--- src/rtl/ert_pkg.sv ---
`timescale 1ns / 1ps
// ----------------------------------------------------------------------------
// ert_pkg
// Shared types and constants of the echo request tracker: item layouts,
// kind, type and status codes, register indexes and controller commands.
// ----------------------------------------------------------------------------
package ert_pkg;

  // default depth of the pending request table
  localparam int unsigned PENDING_ENTRIES_DEF = 8;

  // configuration port
  localparam int unsigned CFG_INDEX_W = 8;
  localparam int unsigned CFG_DATA_W  = 32;
  localparam logic [CFG_INDEX_W-1:0] REG_REPLY_ENABLE = 8'd0;
  localparam logic [CFG_INDEX_W-1:0] REG_AGE_LIMIT    = 8'd1;
  localparam logic [31:0]            AGE_LIMIT_RESET  = 32'd1000;

  // packet header length and message types
  localparam logic [15:0] HEADER_BYTES      = 16'd8;
  localparam logic [7:0]  TYPE_ECHO_REPLY   = 8'd0;
  localparam logic [7:0]  TYPE_UNREACH      = 8'd3;
  localparam logic [7:0]  TYPE_ECHO_REQUEST = 8'd8;

  // item kinds
  typedef enum logic [1:0] {
    KIND_TICK       = 2'd0,
    KIND_SEND_REQ   = 2'd1,
    KIND_SEND_REPLY = 2'd2,
    KIND_RX_PACKET  = 2'd3
  } kind_t;

  // result status
  typedef enum logic [1:0] {
    STATUS_OK    = 2'd0,
    STATUS_ERROR = 2'd1,
    STATUS_SHORT = 2'd2
  } status_t;

  // input item, first field in the highest bits
  typedef struct packed {
    logic [31:0] source_addr;
    logic [15:0] pkt_length;
    logic [7:0]  msg_type;
    logic [15:0] echo_seq;
    logic [15:0] echo_id;
    logic [15:0] elapsed;
  } in_item_t;

  // result item, first field in the highest bits
  typedef struct packed {
    logic [31:0] errors_seen;
    logic [31:0] unreach_seen;
    logic [31:0] replies_seen;
    logic [31:0] requests_sent;
    logic [31:0] reply_rtt_ms;
    logic [15:0] reply_seq;
    logic [31:0] reply_from;
  } out_item_t;

  localparam int unsigned IN_TDATA_W  = $bits(in_item_t);
  localparam int unsigned OUT_TDATA_W = $bits(out_item_t);
  localparam int unsigned OUT_TUSER_W = 3;

  // controller to datapath commands
  typedef struct packed {
    logic load;
    logic eval;
    logic commit;
  } dp_cmd_t;

endpackage

--- src/rtl/ert_ctrl.sv ---
`timescale 1ns / 1ps
// ----------------------------------------------------------------------------
// ert_ctrl
// Sequencer of the tracker: takes an item, runs the table lookup, then
// commits the update and the result once the output register is free.
// ----------------------------------------------------------------------------
module ert_ctrl (
  input  logic            clk,
  input  logic            rst,
  input  logic            s_tvalid,
  output logic            s_tready,
  output logic            m_tvalid,
  input  logic            m_tready,
  output ert_pkg::dp_cmd_t cmd
);
  import ert_pkg::*;

  typedef enum logic [2:0] {
    S_IDLE   = 3'b001,
    S_EVAL   = 3'b010,
    S_COMMIT = 3'b100
  } state_t;

  state_t state;
  state_t state_next;
  logic   out_valid;
  logic   commit_ok;

  assign s_tready  = (state == S_IDLE);
  assign m_tvalid  = out_valid;
  assign commit_ok = (state == S_COMMIT) && (!out_valid || m_tready);

  assign cmd.load   = s_tvalid && s_tready;
  assign cmd.eval   = (state == S_EVAL);
  assign cmd.commit = commit_ok;

  // next state
  always_comb begin
    state_next = state;
    unique case (state)
      S_IDLE:   if (s_tvalid) state_next = S_EVAL;
      S_EVAL:   state_next = S_COMMIT;
      S_COMMIT: if (commit_ok) state_next = S_IDLE;
      default:  state_next = S_IDLE;
    endcase
  end

  always_ff @(posedge clk) begin
    if (rst) begin
      state <= S_IDLE;
    end else begin
      state <= state_next;
    end
  end

  // output register occupancy
  always_ff @(posedge clk) begin
    if (rst) begin
      out_valid <= 1'b0;
    end else if (commit_ok) begin
      out_valid <= 1'b1;
    end else if (m_tready) begin
      out_valid <= 1'b0;
    end
  end

endmodule

--- src/rtl/ert_datapath.sv ---
`timescale 1ns / 1ps
// ----------------------------------------------------------------------------
// ert_datapath
// Pending request table, configuration registers, wrapping counters and
// the result register. Lookup is registered in one step, update in the next.
// ----------------------------------------------------------------------------
module ert_datapath #(
  parameter int unsigned PENDING_ENTRIES = ert_pkg::PENDING_ENTRIES_DEF
) (
  input  logic                                clk,
  input  logic                                rst,
  input  ert_pkg::dp_cmd_t                    cmd,
  input  ert_pkg::kind_t                      in_kind,
  input  ert_pkg::in_item_t                   in_item,
  input  logic                                cfg_we,
  input  logic [ert_pkg::CFG_INDEX_W-1:0]     cfg_index,
  input  logic [ert_pkg::CFG_DATA_W-1:0]      cfg_data,
  output ert_pkg::out_item_t                  out_item,
  output ert_pkg::status_t                    out_status,
  output logic                                out_matched
);
  import ert_pkg::*;

  localparam int unsigned N     = PENDING_ENTRIES;
  localparam int unsigned CNT_W = $clog2(N + 1);
  localparam logic [N-1:0] ONE_N = N'(1);

  // configuration
  logic        reply_enable;
  logic [31:0] age_limit;

  // captured item
  kind_t    kind_q;
  in_item_t item_q;

  // table
  logic [N-1:0] entry_valid;
  logic [15:0]  entry_ident [N];
  logic [31:0]  entry_age   [N];

  // lookup
  logic [N-1:0]     match_vec;
  logic [N-1:0]     expire_vec;
  logic [N-1:0]     free_vec;
  logic [N-1:0]     match_low;
  logic [N-1:0]     free_low;
  logic [31:0]      rtt_mux;
  logic [N-1:0]     match_sel_q;
  logic [N-1:0]     free_sel_q;
  logic [N-1:0]     expire_q;
  logic [CNT_W-1:0] expire_cnt_q;
  logic [31:0]      rtt_q;
  logic             hit_q;

  // counters
  logic [31:0] request_counter;
  logic [31:0] reply_counter;
  logic [31:0] unreach_counter;
  logic [31:0] error_counter;
  logic [31:0] request_counter_next;
  logic [31:0] reply_counter_next;
  logic [31:0] unreach_counter_next;
  logic [31:0] error_counter_next;

  // commit decisions
  status_t status_c;
  logic    do_tick;
  logic    do_claim;
  logic    do_release;
  logic    inc_req;
  logic    inc_rep;
  logic    inc_unr;

  // configuration writes
  always_ff @(posedge clk) begin
    if (rst) begin
      reply_enable <= 1'b1;
      age_limit    <= AGE_LIMIT_RESET;
    end else if (cfg_we) begin
      if (cfg_index == REG_REPLY_ENABLE) reply_enable <= cfg_data[0];
      if (cfg_index == REG_AGE_LIMIT)    age_limit    <= cfg_data[31:0];
    end
  end

  // item capture
  always_ff @(posedge clk) begin
    if (cmd.load) begin
      kind_q <= in_kind;
      item_q <= in_item;
    end
  end

  // per-entry compares
  always_comb begin
    for (int i = 0; i < N; i++) begin
      match_vec[i]  = entry_valid[i] && (entry_ident[i] == item_q.echo_id);
      expire_vec[i] = entry_valid[i] && (entry_age[i] >= age_limit);
    end
    free_vec  = ~entry_valid;
    match_low = match_vec & (~match_vec + ONE_N);
    free_low  = free_vec & (~free_vec + ONE_N);
  end

  // age of the selected entry
  always_comb begin
    rtt_mux = '0;
    for (int i = 0; i < N; i++) begin
      rtt_mux = rtt_mux | (entry_age[i] & {32{match_low[i]}});
    end
  end

  // lookup register
  always_ff @(posedge clk) begin
    if (cmd.eval) begin
      match_sel_q  <= match_low;
      free_sel_q   <= free_low;
      expire_q     <= expire_vec;
      expire_cnt_q <= CNT_W'($countones(expire_vec));
      rtt_q        <= rtt_mux;
      hit_q        <= |match_vec;
    end
  end

  // dispatch by kind and message type
  always_comb begin
    status_c   = STATUS_OK;
    do_tick    = 1'b0;
    do_claim   = 1'b0;
    do_release = 1'b0;
    inc_req    = 1'b0;
    inc_rep    = 1'b0;
    inc_unr    = 1'b0;
    unique case (kind_q)
      KIND_TICK: do_tick = 1'b1;
      KIND_SEND_REQ: begin
        do_claim = 1'b1;
        inc_req  = 1'b1;
      end
      KIND_SEND_REPLY: begin
        if (reply_enable) inc_rep = 1'b1;
        else status_c = STATUS_ERROR;
      end
      KIND_RX_PACKET: begin
        if (item_q.pkt_length < HEADER_BYTES) begin
          status_c = STATUS_SHORT;
        end else if (item_q.msg_type == TYPE_ECHO_REQUEST) begin
          if (reply_enable) inc_rep = 1'b1;
          else status_c = STATUS_ERROR;
        end else if (item_q.msg_type == TYPE_ECHO_REPLY) begin
          do_release = hit_q;
          inc_rep    = hit_q;
        end else if (item_q.msg_type == TYPE_UNREACH) begin
          inc_unr = 1'b1;
        end else begin
          status_c = STATUS_ERROR;
        end
      end
      default: status_c = STATUS_ERROR;
    endcase
  end

  // counter next values
  always_comb begin
    request_counter_next = request_counter + {31'd0, inc_req};
    reply_counter_next   = reply_counter + {31'd0, inc_rep};
    unreach_counter_next = unreach_counter + {31'd0, inc_unr};
    error_counter_next   = error_counter;
    if (do_tick) error_counter_next = error_counter + 32'(expire_cnt_q);
  end

  always_ff @(posedge clk) begin
    if (rst) begin
      request_counter <= '0;
      reply_counter   <= '0;
      unreach_counter <= '0;
      error_counter   <= '0;
    end else if (cmd.commit) begin
      request_counter <= request_counter_next;
      reply_counter   <= reply_counter_next;
      unreach_counter <= unreach_counter_next;
      error_counter   <= error_counter_next;
    end
  end

  // entry valid bits
  always_ff @(posedge clk) begin
    if (rst) begin
      entry_valid <= '0;
    end else if (cmd.commit) begin
      for (int i = 0; i < N; i++) begin
        if (do_tick && expire_q[i]) entry_valid[i] <= 1'b0;
        if (do_claim && free_sel_q[i]) entry_valid[i] <= 1'b1;
        if (do_release && match_sel_q[i]) entry_valid[i] <= 1'b0;
      end
    end
  end

  // entry id and age, aging saturates at all ones
  always_ff @(posedge clk) begin
    logic [32:0] sum;
    if (cmd.commit) begin
      for (int i = 0; i < N; i++) begin
        sum = {1'b0, entry_age[i]} + {17'd0, item_q.elapsed};
        if (do_tick && entry_valid[i] && !expire_q[i]) begin
          entry_age[i] <= sum[32] ? 32'hFFFF_FFFF : sum[31:0];
        end
        if (do_claim && free_sel_q[i]) begin
          entry_ident[i] <= item_q.echo_id;
          entry_age[i]   <= '0;
        end
      end
    end
  end

  // result register
  always_ff @(posedge clk) begin
    if (cmd.commit) begin
      out_status                 <= status_c;
      out_matched                <= do_release;
      out_item.reply_from        <= do_release ? item_q.source_addr : 32'd0;
      out_item.reply_seq         <= do_release ? item_q.echo_seq : 16'd0;
      out_item.reply_rtt_ms      <= do_release ? rtt_q : 32'd0;
      out_item.requests_sent     <= request_counter_next;
      out_item.replies_seen      <= reply_counter_next;
      out_item.unreach_seen      <= unreach_counter_next;
      out_item.errors_seen       <= error_counter_next;
    end
  end

endmodule

--- src/rtl/echo_request_tracker_unit.sv ---
`timescale 1ns / 1ps
// ----------------------------------------------------------------------------
// echo_request_tracker_unit
// Tracks outstanding echo requests, ages them on ticks, matches replies
// and keeps wrapping request, reply, unreachable and error counters.
// ----------------------------------------------------------------------------
// Each accepted item yields exactly one result. An item passes these steps:
// the transfer, an evaluation step in which all table entries are compared in
// parallel and the lowest match and lowest free entry are registered, and
// a commit step that updates the table and counters and loads the result
// register. A new item is taken in the cycle after the commit; the block
// takes no new item before the last one is done. The update waits only
// when the result register still holds a result that has not been taken.
// Configuration writes are always ready and must be issued while idle.
module echo_request_tracker_unit #(
  parameter int unsigned PENDING_ENTRIES = ert_pkg::PENDING_ENTRIES_DEF
) (
  input  logic                             clk,
  input  logic                             rst,
  // tdata: elapsed, echo_id, echo_seq, msg_type, pkt_length, source_addr
  input  logic [ert_pkg::IN_TDATA_W-1:0]   s_tdata,
  // tuser: kind
  input  logic [1:0]                       s_tuser,
  input  logic                             s_tvalid,
  output logic                             s_tready,
  // tdata: reply_from, reply_seq, reply_rtt_ms, requests_sent,
  //        replies_seen, unreach_seen, errors_seen
  output logic [ert_pkg::OUT_TDATA_W-1:0]  m_tdata,
  // tuser: status, reply_matched
  output logic [ert_pkg::OUT_TUSER_W-1:0]  m_tuser,
  output logic                             m_tvalid,
  input  logic                             m_tready,
  input  logic                             cfg_valid,
  output logic                             cfg_ready,
  input  logic [ert_pkg::CFG_INDEX_W-1:0]  cfg_index,
  input  logic [ert_pkg::CFG_DATA_W-1:0]   cfg_data
);
  import ert_pkg::*;

  dp_cmd_t   cmd;
  out_item_t out_item;
  status_t   out_status;
  logic      out_matched;

  assign cfg_ready = 1'b1;

  // sequencer
  ert_ctrl u_ctrl (
    .clk      (clk),
    .rst      (rst),
    .s_tvalid (s_tvalid),
    .s_tready (s_tready),
    .m_tvalid (m_tvalid),
    .m_tready (m_tready),
    .cmd      (cmd)
  );

  // table, counters and result
  ert_datapath #(
    .PENDING_ENTRIES (PENDING_ENTRIES)
  ) u_datapath (
    .clk         (clk),
    .rst         (rst),
    .cmd         (cmd),
    .in_kind     (kind_t'(s_tuser)),
    .in_item     (in_item_t'(s_tdata)),
    .cfg_we      (cfg_valid && cfg_ready),
    .cfg_index   (cfg_index),
    .cfg_data    (cfg_data),
    .out_item    (out_item),
    .out_status  (out_status),
    .out_matched (out_matched)
  );

  // result packing
  assign m_tdata = out_item;
  assign m_tuser = {out_matched, out_status};

endmodule
--- config.mk ---
export PLATFORM = sky130hd
export DESIGN_NAME = echo_request_tracker_unit
export DESIGN_NICKNAME = d
export VERILOG_FILES = /design/src/rtl/ert_pkg.sv /design/src/rtl/ert_ctrl.sv /design/src/rtl/ert_datapath.sv /design/src/rtl/echo_request_tracker_unit.sv
export SDC_FILE = /design/constraint.sdc
export NUM_CORES = 2
export LEC_CHECK = 0
export BUFFER_PORTS_ARGS = -buffer_cell sky130_fd_sc_hd__buf_2
export CAP_MARGIN = 30
export CORE_MARGIN = 3
export CORE_UTILIZATION = 40
export DETAILED_ROUTE_END_ITERATION = 10
export PLACE_DENSITY = 0.54
export SETUP_SLACK_MARGIN = 0.4
export SLEW_MARGIN = 20
export SYNTH_ARGS = -nofsm -noshare
export SYNTH_HDL_FRONTEND = slang
export SYNTH_SLANG_ARGS = --single-unit
export TNS_END_PERCENT = 100
--- constraint.sdc ---
create_clock -name clk -period 10.2 [get_ports clk]
set_input_delay 2.04 -clock clk [delete_from_list [all_inputs] [get_ports clk]]
set_output_delay 2.04 -clock clk [all_outputs]
set_load 0.01 [all_outputs]
==> run_results.csv <==
group,metric,value,unit
clocking,cts_hold_buffers,0,
critical_path,crit_slowest_cell,"dfxtp_1",
synth,ys_top_cells_by_area,"edfxtp_1 (43%), ha_1 (9.8%), dfxtp_1 (8.0%)",
synth,synthDistinctLibCells,81,
synth,ys_async_sr_fraction,0,
detailed_routing,wire_per_inst,20.7,um
cells_and_area,design_area,58900,um^2
detailed_routing,viasPerCell,5.52,
worst_hold_path,hold_path_class,"register to register",
critical_path,endpoint_kind,"register",
clocking,postCtsSetupRepairBufs,0,
grt,grt_usage,0.210,
cells_and_area,final-seq-area,25900,um^2
timing,worstMarginPinSlew,954,ps
synth,syn_inst,4791,
critical_path,worstSetupPathType,"register to register",
cells_and_area,nets,5696,
worst_hold_path,worstHoldPathCells,2,
cells_and_area,fillers,11900,
critical_path,r2r_cells,17,
synth,yosysWarnings,0,
critical_path,slowest_delay,750,ps
power_and_ir_drop,p_per_area,147,nW/um^2
grt,grt_pass1_vias,36800,
synth,synth_area_leader_cell,"edfxtp_1",
clocking,cts_tree,"yes",
floorplanning,row_count,130,
grt,antenna_found_initial,4,
synth,ys_seq_area_frac,0.505,
synth,synthDominantCellAreaShare,0.425,
detailed_routing,remaining_drc_errors,0,
place,placed_area,55100,um^2
timing,final_max_slew_viol_count,0,
power_and_ir_drop,irDropWorstVdd,0.125,mV
power_and_ir_drop,p_leak,0.0223,uW
place,gp_congestion,0.898,
place,port_buffers,360,
timing,rsz0062_at_grt,"false",
timing,setup_tns,0,ps
detailed_routing,ant_nets,0,
floorplanning,start_util,0.406,
detailed_routing,vias,38000,
critical_path,worstPathRequired,10640,ps
place,hpwl,105000,um
cells_and_area,drive_gt1_frac,0.126,
cells_and_area,area_growth,14.8,%
critical_path,arrival,6030,ps
synth,syn_area_per_cell,10.7,um^2
clocking,htreeDepth,3,
cells_and_area,multi_input_area,24300,um^2
floorplanning,core,127000,um^2
floorplanning,die_h,364,um
timing,fmax,179,MHz
clocking,clkTransAtPathRegs,60,ps
power_and_ir_drop,power.total,8670,uW
run,drv_cap,0,
timing,clock_skew,21.7,ps
critical_path,critical_path.startpoint_type,"register",
clocking,cts.sinks,932,
synth,synth_common_cells,"edfxtp_1 (727), a21oi_1 (427), nand2_1 (405), ha_1 (400), nor2_1 (335)",
critical_path,cp_max_fo,9,
clocking,cts_resized,0,
synth,yosysMostFrequentCell,"edfxtp_1",
timing,period_minus_slack,5600,ps
synth,synth-seq-cells,932,
synth,syn_area,51300,um^2
grt,grt_pass1_wl,217000,um
clocking,ctsLongestPathBuffers,3,
timing,finalCritPeriodShare,0.549,
floorplanning,pin_count,365,
detailed_routing,drt_iter0_drc,2491,
synth,synth_edf_count,727,
detailed_routing,drt_wl_total,142000,um
synth,synth_flop_cell,"edfxtp_1",
run_status,status,"completed",
grt,grt_overflow,0,
timing,hold_viol_final,0,
critical_path,path_cells,"ha_1 -> nand2b_1 -> a21o_1 -> a21o_1 -> a21oi_1 -> o211ai_1 -> a221o_1 -> a2111oi_1 -> o41ai_1 -> clkbuf_2 -> ha_1 -> inv_1 -> fa_1 -> inv_1 -> fa_1 -> ha_1 -> fa_1",
grt,grt_max_degree,115,
detailed_routing,first_pass_iters,5,
timing,finalSetupViolCount,0,
floorplanning,die_area,133000,um^2
clocking,clock-root-buffer,"clkbuf_16",
clocking,cts_buffers,107,
timing,hold_slack,456,ps
synth,synth_nets,5355,
floorplanning,dieWidth,364,um
timing,maxSlewHeadroom,0.364,
clocking,worstSkewPairLatency,700,ps
==> cell usage in the layout (no fill, tap or decap), types with 35 or more instances in the layout <==
| cell | n |
|---|---|
| ha_1 | 400 |
| nand2_1 | 405 |
| o2111ai_1 | 36 |
| a211oi_1 | 79 |
| edfxtp_1 | 727 |
| nor2_1 | 328 |
| a21o_1 | 120 |
| nor3_1 | 89 |
| a21oi_1 | 420 |
| buf_4 | 59 |
| and3_1 | 91 |
| dfxtp_1 | 205 |
| a31oi_1 | 60 |
| o21ai_0 | 163 |
| inv_1 | 141 |
| nor4_1 | 37 |
| and2_1 | 103 |
| or3_1 | 46 |
| nand2b_1 | 36 |
| xnor2_1 | 217 |
| o21a_1 | 35 |
| buf_2 | 360 |
| xor2_1 | 248 |
| clkbuf_16 | 110 |
| nand4_1 | 102 |
| nand3_1 | 150 |
==> layer usage <==
metal | vias to the layer above | track usage | wire (um)
met5 | - | 0 | 11
met4 | 2 | 0.0545 | 3600
met3 | 181 | 0.0297 | 6950
met2 | 846 | 0.343 | 65800
met1 | 18500 | 0.294 | 66100
li1 | 18500 | - | -
==> worst paths after layout <==
path	slack, ps	end	from
max	4600	u_datapath.expire_cnt_q[2]$_DFFE_PP_	u_datapath.age_limit[0]$_SDFFE_PP0P_
min	460	u_datapath.age_limit[20]$_SDFFE_PP0P_	u_datapath.age_limit[20]$_SDFFE_PP0P_
max reg2reg	4600	u_datapath.expire_cnt_q[2]$_DFFE_PP_	u_datapath.age_limit[0]$_SDFFE_PP0P_
min reg2reg	460	u_datapath.age_limit[20]$_SDFFE_PP0P_	u_datapath.age_limit[20]$_SDFFE_PP0P_
==> state kept, by name, summed over array words and instances, names as in the netlist <==
name,count
u_datapath.expire_q,8
u_datapath.unreach_counter,32
u_datapath.rtt_q,32
u_datapath.item_q,101
u_datapath.age_limit,32
u_datapath.reply_counter,32
u_datapath.entry_age,256
u_datapath.expire_cnt_q,4
u_ctrl.state,3
u_datapath.error_counter,32
u_datapath.match_sel_q,8
u_datapath.entry_valid,8
u_datapath.request_counter,32
u_datapath.out_status,2
u_datapath.hit_q,1
u_datapath.out_item,208
u_datapath.entry_ident,128
u_datapath.free_sel_q,8
u_datapath.reply_enable,1
u_datapath.out_matched,1
u_datapath.kind_q,2
u_ctrl.m_tvalid,1
==> metrics by stage <==
step	setup slack, ps	util	instances
floorplan	751	-	4791
CTS	4500	0.465	6869
detailed placement	4510	0.436	6670
global placement	4210	0.435	6666
finish	4600	0.466	6876
global route	4380	0.466	6873
==> worst max-delay path: cells and delay by family, from the launching register on <==
kind	cells	cell delay (ps)
adder cells (fa/ha/maj)	6	2060
buffers and inverters	3	340
AO/OA/AOI/OAI	7	2020
AND/OR/NAND/NOR	1	140
flip-flops	1	750
==> area by class of cell <==
cell class,instances,share of cell area
Sequential cell,932,0.440
Clock inverter,62,0.0130
Tap cell,1650,0.0350
Multi-Input combinational cell,3520,0.412
Inverter,145,0.00941
Clock buffer,137,0.0505
Antenna cell,4,0.000170
Timing Repair Buffer,426,0.0398
==> logic make-up after synthesis <==
kind of cell / Yosys count / share of synthesized area
other: 1 / 0.0000731
adders and majority gates: 413 / 0.103
xor gates and xnor gates: 465 / 0.0794
muxes: 5 / 0.000975
DFF: 932 / 0.505
and+or+nand+nor: 1524 / 0.148
AOI/OAI and AO/OA: 1112 / 0.138
buffers and inverters: 339 / 0.0258
==> power by group <==
part           leakage [uW]  switching [uW]  internal [uW]
logic                0.0122             251            181
registers           0.00830            35.4           4120
clock network       0.00182            1620           2460
total                0.0223            1910           6760
(Power assumes the default switching activity.)
